==> src/design/assert_macros.svh <==
// Assertion macros shared by the timestamped frame ring RTL.
// Depends on a clock named clk and an active-low reset named arst_n in the including scope.
`ifndef ASSERT_MACROS_SVH
`define ASSERT_MACROS_SVH

// A condition that must hold at every clock edge outside reset.
`define TFR_ASSERT_ALWAYS(label, cond) \
	label: assert property (@(posedge clk) disable iff (!arst_n) (cond)) \
		else $error("timestamped frame ring: invariant violated");

// An antecedent that implies a consequent in the same cycle.
`define TFR_ASSERT_IMPL(label, ante, cons) \
	label: assert property (@(posedge clk) disable iff (!arst_n) (ante) |-> (cons)) \
		else $error("timestamped frame ring: implication violated");

`endif

==> src/design/tfr_pkg.sv <==
// Shared types, constants and codes for the timestamped frame ring.
// No dependencies; tfr_alu and the core refer to it by scoped names.
`default_nettype none

package tfr_pkg;

	// Ring geometry.
	localparam int NODES       = 128;
	localparam int FRAMES      = 512;
	localparam int NODE_W      = $clog2(NODES);
	localparam int FRAME_W     = $clog2(FRAMES);
	localparam int FILL_W      = $clog2(FRAMES + 1);
	localparam int STEP_W      = $clog2(NODES + 1);
	localparam int STORE_DEPTH = NODES * FRAMES;
	localparam int STORE_AW    = NODE_W + FRAME_W;

	// Field widths.
	localparam int SAMPLE_W = 32;
	localparam int STAMP_W  = 40;
	localparam int TIMER_W  = 32;
	localparam int ALU_W    = STAMP_W + 1;

	// Request codes.
	localparam logic [2:0] REQ_SAMPLE = 3'd0;
	localparam logic [2:0] REQ_CLOSE  = 3'd1;
	localparam logic [2:0] REQ_TICK   = 3'd2;
	localparam logic [2:0] REQ_TAKE   = 3'd3;
	localparam logic [2:0] REQ_READ   = 3'd4;

	// Reply kinds.
	localparam logic KIND_TAKE = 1'b0;
	localparam logic KIND_READ = 1'b1;

	typedef struct packed {
		logic [2:0]          req_type;
		logic [SAMPLE_W-1:0] first_value;
		logic [SAMPLE_W-1:0] second_value;
		logic                is_mono;
		logic [STAMP_W-1:0]  stamp;
		logic [STAMP_W-1:0]  delay;
		logic [6:0]          node_select;
		logic [8:0]          frame_select;
	} req_t;

	typedef struct packed {
		logic                reply_kind;
		logic [6:0]          out_node;
		logic [STAMP_W-1:0]  out_stamp;
		logic [SAMPLE_W-1:0] out_left;
		logic [SAMPLE_W-1:0] out_right;
	} rsp_t;

	// Operation handed to the shared adder.
	typedef struct packed {
		logic [ALU_W-1:0] a;
		logic [ALU_W-1:0] b;
		logic             sub;
	} alu_req_t;

	typedef struct packed {
		logic [ALU_W-1:0] sum;
		logic             carry;
	} alu_rsp_t;

	typedef enum logic [3:0] {
		ST_IDLE,
		ST_SAMPLE,
		ST_CLOSE,
		ST_TICK,
		ST_TGT,
		ST_TK_RD,
		ST_TK_CMP,
		ST_RD_ADDR,
		ST_RD_DATA,
		ST_REPLY
	} state_t;

	// Successor of a node index around the ring.
	function automatic logic [NODE_W-1:0] next_node(input logic [NODE_W-1:0] n);
		logic [NODE_W-1:0] r;
		if (n == NODE_W'(NODES - 1)) begin
			r = '0;
		end else begin
			r = n + NODE_W'(1);
		end
		return r;
	endfunction

endpackage

`default_nettype wire

==> src/design/tfr_alu.sv <==
// Shared add/subtract unit used by the close, tick, target and take-compare steps of the ring sequencer.
// Depends on tfr_pkg for the operand width and the request and result structs.
`default_nettype none

module tfr_alu (
	input  wire tfr_pkg::alu_req_t req,
	output      tfr_pkg::alu_rsp_t rsp
);

	logic [tfr_pkg::ALU_W:0] full;
	logic [tfr_pkg::ALU_W-1:0] b_eff;

	// Subtraction is addition of the inverted operand plus one; carry set means no borrow.
	always_comb begin
		b_eff = req.sub ? ~req.b : req.b;
		full  = {1'b0, req.a} + {1'b0, b_eff} + {{tfr_pkg::ALU_W{1'b0}}, req.sub};
		rsp.sum   = full[tfr_pkg::ALU_W-1:0];
		rsp.carry = full[tfr_pkg::ALU_W];
	end

endmodule

`default_nettype wire

==> config.mk <==
export PLATFORM = sky130hd
export DESIGN_NAME = tfr_alu
export DESIGN_NICKNAME = d
export VERILOG_FILES = /design/src/design/assert_macros.svh /design/src/design/tfr_pkg.sv /design/src/design/tfr_alu.sv
export SDC_FILE = /design/constraint.sdc
export NUM_CORES = 1
export LEC_CHECK = 0
export BUFFER_PORTS_ARGS = -buffer_cell sky130_fd_sc_hd__buf_2
export CORE_UTILIZATION = 46
export DETAILED_ROUTE_END_ITERATION = 12
export PLACE_DENSITY = 0.82
export SLEW_MARGIN = 5
export SYNTH_ARGS = -nofsm -noshare
export SYNTH_HDL_FRONTEND = slang
export SYNTH_SLANG_ARGS = --single-unit
==> constraint.sdc <==
create_clock -name vclk -period 3.2
set_input_delay 0.48 -clock vclk [all_inputs]
set_output_delay 0.48 -clock vclk [all_outputs]
set_load 0.05 [all_outputs]
==> out/qor.txt, run 1 <==
Status - aborted with a tool error
Stopped at - clock tree synthesis (4_1_cts)
First Err - [ERROR DPL-0038] Utilization greater than 100%, impossible to legalize
I/O pin cnt - 125
Yosys warns - 0
Initial core utilization - 48.7%
Area contributors post-synth - ha_1, xor2_1, a21oi_1
Register area share after synthesis - 0%
Cell area after synthesis - 0.00275 sq mm
Synth Area per Inst - 7.16 sq um
Post-CTS Setup Bufs - 25
Post-synthesis cell count - 384
Post-synth top area cell - ha_1
Post-DP HPWL - 8990 um
Post-CTS Hold Buffers - 0
Die X - 79.3 um
Row count - 27
Number of port buffers - 125
Die Y - 79.3 um
Yosys cell types - 54
Routability cong. - 0.936
Post-cts resize count - 132
Share of the synthesized area in the top cell type - 20.0%
Syn_nets - 512
-- cells by family after synthesis --
kind of cell,Yosys count,synth area share (%)
AOI/OAI and AO/OA,136,33.3
buffers and inverters,26,3.69
adders and majority gates,45,20.8
xor gates and xnor gates,80,25.5
muxes,1,0.364
and+or+nand+nor,96,16.4
-- metrics by stage --
step | setup TNS [ns] | worst slack, ns | util (%) | cell area (sq um) | std cells
2_1_floorplan | -1.73 | -0.210 | - | 3280 | 384
3_3_place_gp | -6.86 | -0.420 | 85.4 | 4820 | 690
3_5_place_dp | -10.20 | -0.599 | 85.4 | 4820 | 690
-- synthesized netlist by cell type, types with 4 or more instances --
cell type	n
xnor2_1	21
nor2_1	24
o21ai_0	11
ha_1	44
a21oi_2	5
nand2_1	30
inv_1	7
o21bai_1	9
a21oi_1	43
nand4_1	9
and3_1	6
nand2b_1	5
nor3_1	7
clkbuf_1	12
a21o_1	18
o21a_1	4
o21ai_1	13
nand3_1	8
xor2_1	59
==> inputs of run 2 (changes only) <==
--- a/config.mk
+++ b/config.mk
@@ -6,9 +6,9 @@
 export NUM_CORES = 1
 export LEC_CHECK = 0
 export BUFFER_PORTS_ARGS = -buffer_cell sky130_fd_sc_hd__buf_2
-export CORE_UTILIZATION = 46
+export CORE_UTILIZATION = 40
 export DETAILED_ROUTE_END_ITERATION = 12
-export PLACE_DENSITY = 0.82
+export PLACE_DENSITY_LB_ADDON = 0.15
 export SLEW_MARGIN = 5
 export SYNTH_ARGS = -nofsm -noshare
 export SYNTH_HDL_FRONTEND = slang
==> constraint.sdc (replaced) <==
create_clock -name vclk -period 4.2
set_input_delay 0.63 -clock vclk [all_inputs]
set_output_delay 0.63 -clock vclk [all_outputs]
set_load 0.05 [all_outputs]
==> run 2 against run 1 <==
  * Synthesized cell count unchanged
  * The flow now finishes, with violations (design-rule violations)
  * Area after synthesis did not move
==> out/qor.txt, run 2 <==
Placed cell area - 0.00355 sq mm (-26%)
Peak supply drop - 0.206 mV
Synth cell count leaders - xor2_1, ha_1, a21oi_1, nand2_1, nor2_1
Family with the most delay on the worst path - compound AO/OA/AOI/OAI gates
Final WL - 7890 um
Register area share after synthesis - 0% (unchanged)
Post-synth top area cell - ha_1
Violated checks - design-rule violations
Core area - 0.00649 sq mm
Commonest non-fill, non-tap cell in the layout - buf_2
Die X - 84.9 um (+7.1%)
Cell area after synthesis - 0.00275 sq mm (unchanged)
Share of layout cells above drive strength 1 - 33.3%
Seq Cell Count - 0
Fill cells - 648
Crit path arrival time - 3.42 ns
P_int - 0.408 mW
Final Instance Area - 0.00360 sq mm
Antenna cell count - 0
Slew Viols, Final - 0
Yosys warns - 0 (unchanged)
Initial antenna violation count - 0
Worst slew margin - 63.8%
Switching Share - 69.4%
Worst hold start - req[42]
Post-DP HPWL - 6610 um (-26%)
Hold crit path type - primary input to output pin
Vias per cell - 5.52
CLK BUF - 0
Clock share of power - 0%
Final core utilization - 55.5%
Synth Area per Inst - 7.16 sq um (unchanged)
CP Cell Sequence - buf_2 -> buf_4 -> xor2_1 -> ha_1 -> and3_1 -> a211oi_2 -> a21oi_4 -> o2111ai_1 -> a21oi_2 -> a21oi_2 -> o21ai_1 -> xor2_2 -> buf_2
Via count - 3189
Post-synthesis cell count - 384 (unchanged)
Top-count cell post-synth - xor2_1
Syn_nets - 512 (unchanged)
Layout Nets - 631
TritonRoute pass-1 iters - 9
Worst setup EP type - output pin
Worst Setup EP - rsp[39]
Status - finished with violations
Row count - 29 (+7.4%)
WL/cell - 13.7 um
Startpoint types - primary input
Slowest-stage cell, CP - a211oi_2
Critical path type - primary input to output pin
Sequential power share - 0%
Dpl cells - 577 (-16%)
Pre-CTS WS - 0.148 ns (+0.747 ns)
Initial core utilization - 42.3% (-6.4 points)
Drt initial violations - 131
Number of port buffers - 125 (unchanged)
Most frequent cells in the layout - buf_2, xor2_1, ha_1
Sw Pwr - 0.925 mW
Vias in the first global route - 3007
Die area - 0.00721 sq mm
Critical Path RT - 3.57 ns
F_max - 0.247 GHz
Die Y - 84.9 um (+7.1%)
WHS - 1.62 ns
All-Layer GR Usage - 21.2%
Filler-free cell count of the finished design - 578
Final Hold Vio Count - 0
Yosys cell types - 54 (unchanged)
Reg area - 0 sq um
Crit path from - req[0]
Slew of the pin with the lowest slew margin - 0.537 ns
Final period utilization - 96.4%
Tot Pwr - 1.33 mW
Final setup viols - 0
Global route overflow - 0
P per Cell Area - 370 mW/mm^2
Share of the synthesized area in the top cell type - 20.0% (unchanged)
CP bufs+invs - 3
Total negative setup slack - 0 ns
Final WS setup - 0.153 ns
RSZ-0062 raised after global routing - yes
Min Tclk post-route - 4.05 ns
I/O pin cnt - 125 (unchanged)
Max-cap violations - 0
Final ANT Viol Nets - 0
Area of the multi-input gates - 0.00276 sq mm
Area delta synth->final - 31.1%
Area contributors post-synth - ha_1, xor2_1, a21oi_1
Critical Path Stages - 13
CP Max Fanout - 9
Routability cong. - 0.887 (-5.3%)
Crit path largest cell delay - 0.35 ns
Comb power frac - 100.0%
Drt drc - 6
P_leak - 1.83 nW
Global-route wire length before repair - 13200 um
Pin count of the biggest net entering global routing - 20
## run 2: layout make-up
cell class                      instances  area share, %
Multi-Input combinational cell        358           76.6
Timing Repair Buffer                  135           19.9
Tap cell                               77           2.67
Inverter                                8          0.833
## run 2: repair_timing
| action | 4_1_cts | 5_1_grt |
|---|---|---|
| gates resized for setup | 0 | 8 |
| hold buffers | 0 | 0 |
| setup endpoints to repair | 0 | 6 |
| setup buffers | 0 | 1 |
## run 2: worst min-delay path: cells and delay by family
family / cells / cell delay (ns)
buffers and inverters: 2 / 0.29
XOR/XNOR: 1 / 0.06
## run 2: cell families (layout without fill, tap and decap cells)
group / Yosys count / count (layout) / synth area share [%]
AOI/OAI and AO/OA: 136 / 136 / 33.3
and+or+nand+nor: 96 / 96 / 16.4
xor gates and xnor gates: 80 / 80 / 25.5
adders and majority gates: 45 / 45 / 20.8
buffers and inverters: 26 / 143 / 3.69
muxes: 1 / 1 / 0.364
## run 2: worst min path at each step
stage                        end  slack (ns)  cells after the start
after CTS                 rsp[1]        1.62                      3
after global routing      rsp[1]        1.63                      3
final                     rsp[1]        1.62                      3
after floorplan           rsp[1]        1.53                      1
after detailed placement  rsp[1]        1.62                      3
after global placement    rsp[1]        1.61                      3
## run 2: power groups by stage
stage / Combinational [mW] / Clock, mW / Sequential [mW]
6_report: 1.33 / 0 / 0
3_3_place_gp: 1.31 / 0 / 0
4_1_cts: 1.32 / 0 / 0
2_1_floorplan: 1.03 / 0 / 0
5_1_grt: 1.43 / 0 / 0
3_5_place_dp: 1.31 / 0 / 0
## run 2: layer usage
layer	global-route usage, %	up-vias	share of wire [%]
met1	28.3	1447	47
met5	0	-	0
met4	0.462	0	0.22
met2	39.6	100	48
met3	1.07	2	4.6
li1	-	1640	-
(Power assumes the default switching activity.)
==> inputs of run 3 (changes only) <==
--- a/config.mk
+++ b/config.mk
@@ -8,6 +8,7 @@
 export BUFFER_PORTS_ARGS = -buffer_cell sky130_fd_sc_hd__buf_2
 export CORE_UTILIZATION = 40
 export DETAILED_ROUTE_END_ITERATION = 12
+export GPL_TIMING_DRIVEN = 0
 export PLACE_DENSITY_LB_ADDON = 0.15
 export SLEW_MARGIN = 5
 export SYNTH_ARGS = -nofsm -noshare
==> run 3 against run 2 <==
  * Critical path type unchanged
  * Die area unchanged
  * Count of clock-buffer cells in the layout did not move
  * Non-clock buffer count up 8
  * Sequential share of layout area did not move
  * Hold slack got worse by 0.0035 ns
  * Largest cell class unchanged
  * Worst setup slack got worse by 0.053 ns
  * The flow still finishes with violations (design-rule violations)
==> out/qor.txt, run 3 (synthesis results as in run 2) <==
Vias per cell - 5.48 (-0.72%)
I/O pin cnt - 125 (unchanged)
Initial antenna violation count - 0 (unchanged)
Global route overflow - 0 (unchanged)
Max-cap violations - 0 (unchanged)
Initial core utilization - 42.3% (unchanged)
CP Max Fanout - 10 (+1)
Critical path type - primary input to output pin
Antenna cell count - 0 (unchanged)
Layout Nets - 639 (+1.3%)
Final period utilization - 97.6% (+1.3 points)
Fill cells - 627 (-3.2%)
F_max - 0.244 GHz (-1.3%)
Drt drc - 6 (unchanged)
Dpl cells - 585 (+1.4%)
Startpoint types - primary input
Area delta synth->final - 33.7%
Pin count of the biggest net entering global routing - 11 (-45%)
Hold crit path type - primary input to output pin
Tot Pwr - 1.34 mW (+0.33%)
Final WS setup - 0.0996 ns (-0.0530 ns)
Final ANT Viol Nets - 0 (unchanged)
TritonRoute pass-1 iters - 8 (-1)
Final setup viols - 0 (unchanged)
Reg area - 0 sq um (unchanged)
CLK BUF - 0 (unchanged)
Commonest non-fill, non-tap cell in the layout - buf_2
Post-CTS Hold Buffers - 0 (unchanged)
Worst slew margin - 71.5% (+7.7 points)
Routability cong. - 0.910 (+2.7%)
Core area - 0.00649 sq mm (unchanged)
Slew of the pin with the lowest slew margin - 0.425 ns (-0.112 ns)
Number of port buffers - 124 (-0.80%)
Die area - 0.00721 sq mm (unchanged)
Drt initial violations - 139 (+6.1%)
P per Cell Area - 364 mW/mm^2 (-1.6%)
WL/cell - 13.4 um (-2.0%)
Final WL - 7840 um (-0.67%)
Row count - 29 (unchanged)
Most frequent cells in the layout - buf_2, xor2_1, ha_1
Slew Viols, Final - 0 (unchanged)
Status - finished with violations
Violated checks - design-rule violations
Peak supply drop - 0.184 mV (-11%)
Vias in the first global route - 2824 (-6.1%)
P_leak - 1.85 nW (+0.72%)
Placed cell area - 0.00354 sq mm (-0.39%)
Filler-free cell count of the finished design - 586 (+1.4%)
Worst setup EP type - output pin
Final Hold Vio Count - 0 (unchanged)
WHS - 1.62 ns (-0.00348 ns)
RSZ-0062 raised after global routing - yes
Post-DP HPWL - 6590 um (-0.33%)
All-Layer GR Usage - 20.7% (-0.45 points)
Share of layout cells above drive strength 1 - 33.6% (+0.26 points)
Critical Path RT - 3.57 ns (about the same)
Die X - 84.9 um (unchanged)
Final Instance Area - 0.00367 sq mm (+1.9%)
Die Y - 84.9 um (unchanged)
Via count - 3210 (+0.66%)
Global-route wire length before repair - 12700 um (-3.3%)
Min Tclk post-route - 4.10 ns (+0.0530 ns)
Seq Cell Count - 0 (unchanged)
Pre-CTS WS - -0.536 ns (-0.684 ns)
Crit path arrival time - 3.47 ns (+0.05 ns)
==> run 3: cell count changes in the layout (fill, tap and decap cells not counted), moves of 2 or more <==
cell / change
clkbuf_1: +10
buf_4: -6
buf_6: +3
clkbuf_4: +2
nor3_1: -2
nor3_2: +2
==> run 3: layout make-up <==
type                       instances  area (sq um)  share of cell area [%]
buffer                            18          98.8                    2.69
inverter                           8          30.0                   0.817
multi-input combinational        358          2810                    76.5
tap                               77          96.3                    2.62
timing repair buffer             125           638                    17.4
==> run 3: final timing paths <==
path                start  endpoint  slack (ns)  cells after the start
setup / recovery   req[0]   rsp[38]         0.1                     13
hold / removal    req[42]    rsp[1]        1.62                      3
==> run 3: timing repair <==
item | in CTS | in global routing
endpoints found under the setup margin | 22 | 17
setup buffers | 1 | 0
cloned | 0 | 0
pin swaps | 2 | 2
resized for setup | 11 | 21
==> run 3: worst max-delay path: stages <==
cell and delay (ns):
clkbuf_2 0.13, buf_4 0.21, xor2_1 0.17, ha_1 0.42, o21ai_1 0.13, nor2_1 0.26, o221ai_4 0.19, o21ai_1 0.23
a21boi_2 0.11, o31a_1 0.40, o21bai_2 0.20, xor2_2 0.14, clkbuf_4 0.24
==> run 3: through the flow <==
stage | setup TNS [ns] | util (%)
after floorplan | 0 | -
after global placement | -4.54 | 54.5
after detailed placement | -5.44 | 54.5
after CTS | 0 | 55.1
after global routing | -0.110 | 56.6
final | 0 | 56.6
==> run 3: power by group <==
part           switching (mW)  leakage, nW  internal, mW
clock                       0            0             0
combinational           0.932         1.85         0.407
sequential                  0            0             0
==> run 3: layer usage <==
| metal | share of wire, % | vias up | global-route usage (%) |
|---|---|---|---|
| met1 | 47 | 1461 | 28.3 |
| met4 | 0.64 | 0 | 2.16 |
| met2 | 48 | 95 | 37.2 |
| met3 | 4.6 | 4 | 1.07 |
| li1 | - | 1650 | - |
| met5 | 0 | - | 0 |
==> inputs of run 4 (changes only) <==
--- a/config.mk
+++ b/config.mk
@@ -6,6 +6,7 @@
 export NUM_CORES = 1
 export LEC_CHECK = 0
 export BUFFER_PORTS_ARGS = -buffer_cell sky130_fd_sc_hd__buf_2
+export CORE_ASPECT_RATIO = 1.4
 export CORE_UTILIZATION = 40
 export DETAILED_ROUTE_END_ITERATION = 12
 export GPL_TIMING_DRIVEN = 0
==> run 4 against run 3 <==
  * The run now ends clean
  * Final cell count is 2.6% higher
  * Wire length is 5.1% higher
  * Flip-flop and latch count stayed put
  * Largest cell class unchanged
  * Largest power group unchanged
==> out/qor.txt, run 4 (synthesis results as in run 2) <==
Die area - 0.00721 sq mm (about the same)
Area delta synth->final - 35.0%
Initial core utilization - 41.6% (-0.75 points)
Vias per cell - 5.45 (-0.55%)
Reg area - 0 sq um (unchanged)
Worst setup EP type - output pin
Final Instance Area - 0.00371 sq mm (+0.95%)
Slew Viols, Final - 0 (unchanged)
Status - complete, no violations
Pin count of the biggest net entering global routing - 11 (unchanged)
Seq Cell Count - 0 (unchanged)
P_leak - 1.86 nW (+0.80%)
All-Layer GR Usage - 21.5% (+0.78 points)
CLK BUF - 0 (unchanged)
Final WL - 8240 um (+5.1%)
Peak supply drop - 0.296 mV (+61%)
Min Tclk post-route - 4.06 ns (-0.0451 ns)
Dpl cells - 600 (+2.6%)
Routability cong. - 0.884 (-2.9%)
Final Hold Vio Count - 0 (unchanged)
Initial antenna violation count - 0 (unchanged)
Layout Nets - 639 (unchanged)
Slew of the pin with the lowest slew margin - 0.418 ns (-0.00674 ns)
Global route overflow - 0 (unchanged)
Filler-free cell count of the finished design - 601 (+2.6%)
F_max - 0.247 GHz (+1.1%)
Global-route wire length before repair - 13000 um (+2.2%)
Vias in the first global route - 3078 (+9.0%)
Startpoint types - primary input
Share of layout cells above drive strength 1 - 33.8% (+0.20 points)
I/O pin cnt - 125 (unchanged)
Placed cell area - 0.00356 sq mm (+0.53%)
Commonest non-fill, non-tap cell in the layout - buf_2
Antenna cell count - 0 (unchanged)
Final setup viols - 0 (unchanged)
Max-cap violations - 0 (unchanged)
Post-DP HPWL - 6920 um (+5.0%)
Via count - 3274 (+2.0%)
P per Cell Area - 362 mW/mm^2 (-0.51%)
Crit path arrival time - 3.43 ns (-0.04 ns)
CP Max Fanout - 10 (unchanged)
Post-CTS Hold Buffers - 0 (unchanged)
Final ANT Viol Nets - 0 (unchanged)
WL/cell - 13.7 um (+2.5%)
Number of port buffers - 124 (unchanged)
Die Y - 100 um (+18%)
Critical path type - primary input to output pin
Drt initial violations - 67 (-52%)
Final period utilization - 96.6% (-1.1 points)
Worst slew margin - 71.9% (+0.45 points)
Most frequent cells in the layout - buf_2, xor2_1, ha_1
Die X - 72.1 um (-15%)
TritonRoute pass-1 iters - 4 (-4)
Drt drc - 0 (-6)
Core area - 0.00661 sq mm (+1.8%)
Hold crit path type - primary input to output pin
Row count - 35 (+21%)
Critical Path RT - 3.57 ns (about the same)
[run 4: where the power goes]
group          total, mW  leakage [nW]  internal, mW  switching [mW]
clock                  0             0             0               0
sequential             0             0             0               0
combinational       1.34          1.86         0.407           0.937
[run 4: worst max-delay path: stages]
cell	delay [ns]
clkbuf_2	0.14
clkbuf_8	0.21
xor2_1	0.17
ha_1	0.41
nand2_2	0.16
o221ai_2	0.30
a221oi_2	0.11
o31a_1	0.30
a21oi_2	0.21
o22ai_2	0.15
o21ai_1	0.23
xor2_2	0.14
buf_2	0.27
[run 4: area by class of cell]
| class | instances | area (sq um) |
|---|---|---|
| buffer | 18 | 105 |
| timing repair buffer | 125 | 636 |
| tap | 92 | 115 |
| multi-input combinational | 358 | 2820 |
| inverter | 8 | 30.0 |
| fill | 674 | 2900 |
[run 4: routing by layer]
layer	up-vias	wire length, um	track usage [%]
met5	-	0	0
met4	0	231	4.83
met3	22	337	1.91
met2	108	4500	43.7
met1	1499	3180	23.1
li1	1645	-	-
[run 4: worst paths after layout]
path / start / end / depth (start not counted)
min: req[42] / rsp[1] / 3
max: req[0] / rsp[41] / 13
[run 4: what timing repair did]
action | CTS | global route
buffers inserted | 0 | 1
gates resized for setup | 13 | 20
endpoints found under the setup margin | 21 | 14
pin swaps | 1 | 2
[run 4: stage by stage]
stage | setup WS, ns | hold WS, ns | utilization (%) | TNS (ns) | total power, mW
finish | 0.145 | 1.61 | 56.1 | 0 | 1.34
global route | -0.0191 | 1.64 | 56.1 | -0.0191 | 1.43
CTS | 0.00901 | 1.62 | 54.5 | 0 | 1.32
detailed placement | -0.545 | 1.62 | 53.8 | -5.22 | 1.30
global placement | -0.560 | 1.61 | 53.8 | -5.03 | 1.29
floorplan | 0.0145 | 1.53 | - | 0 | 1.03
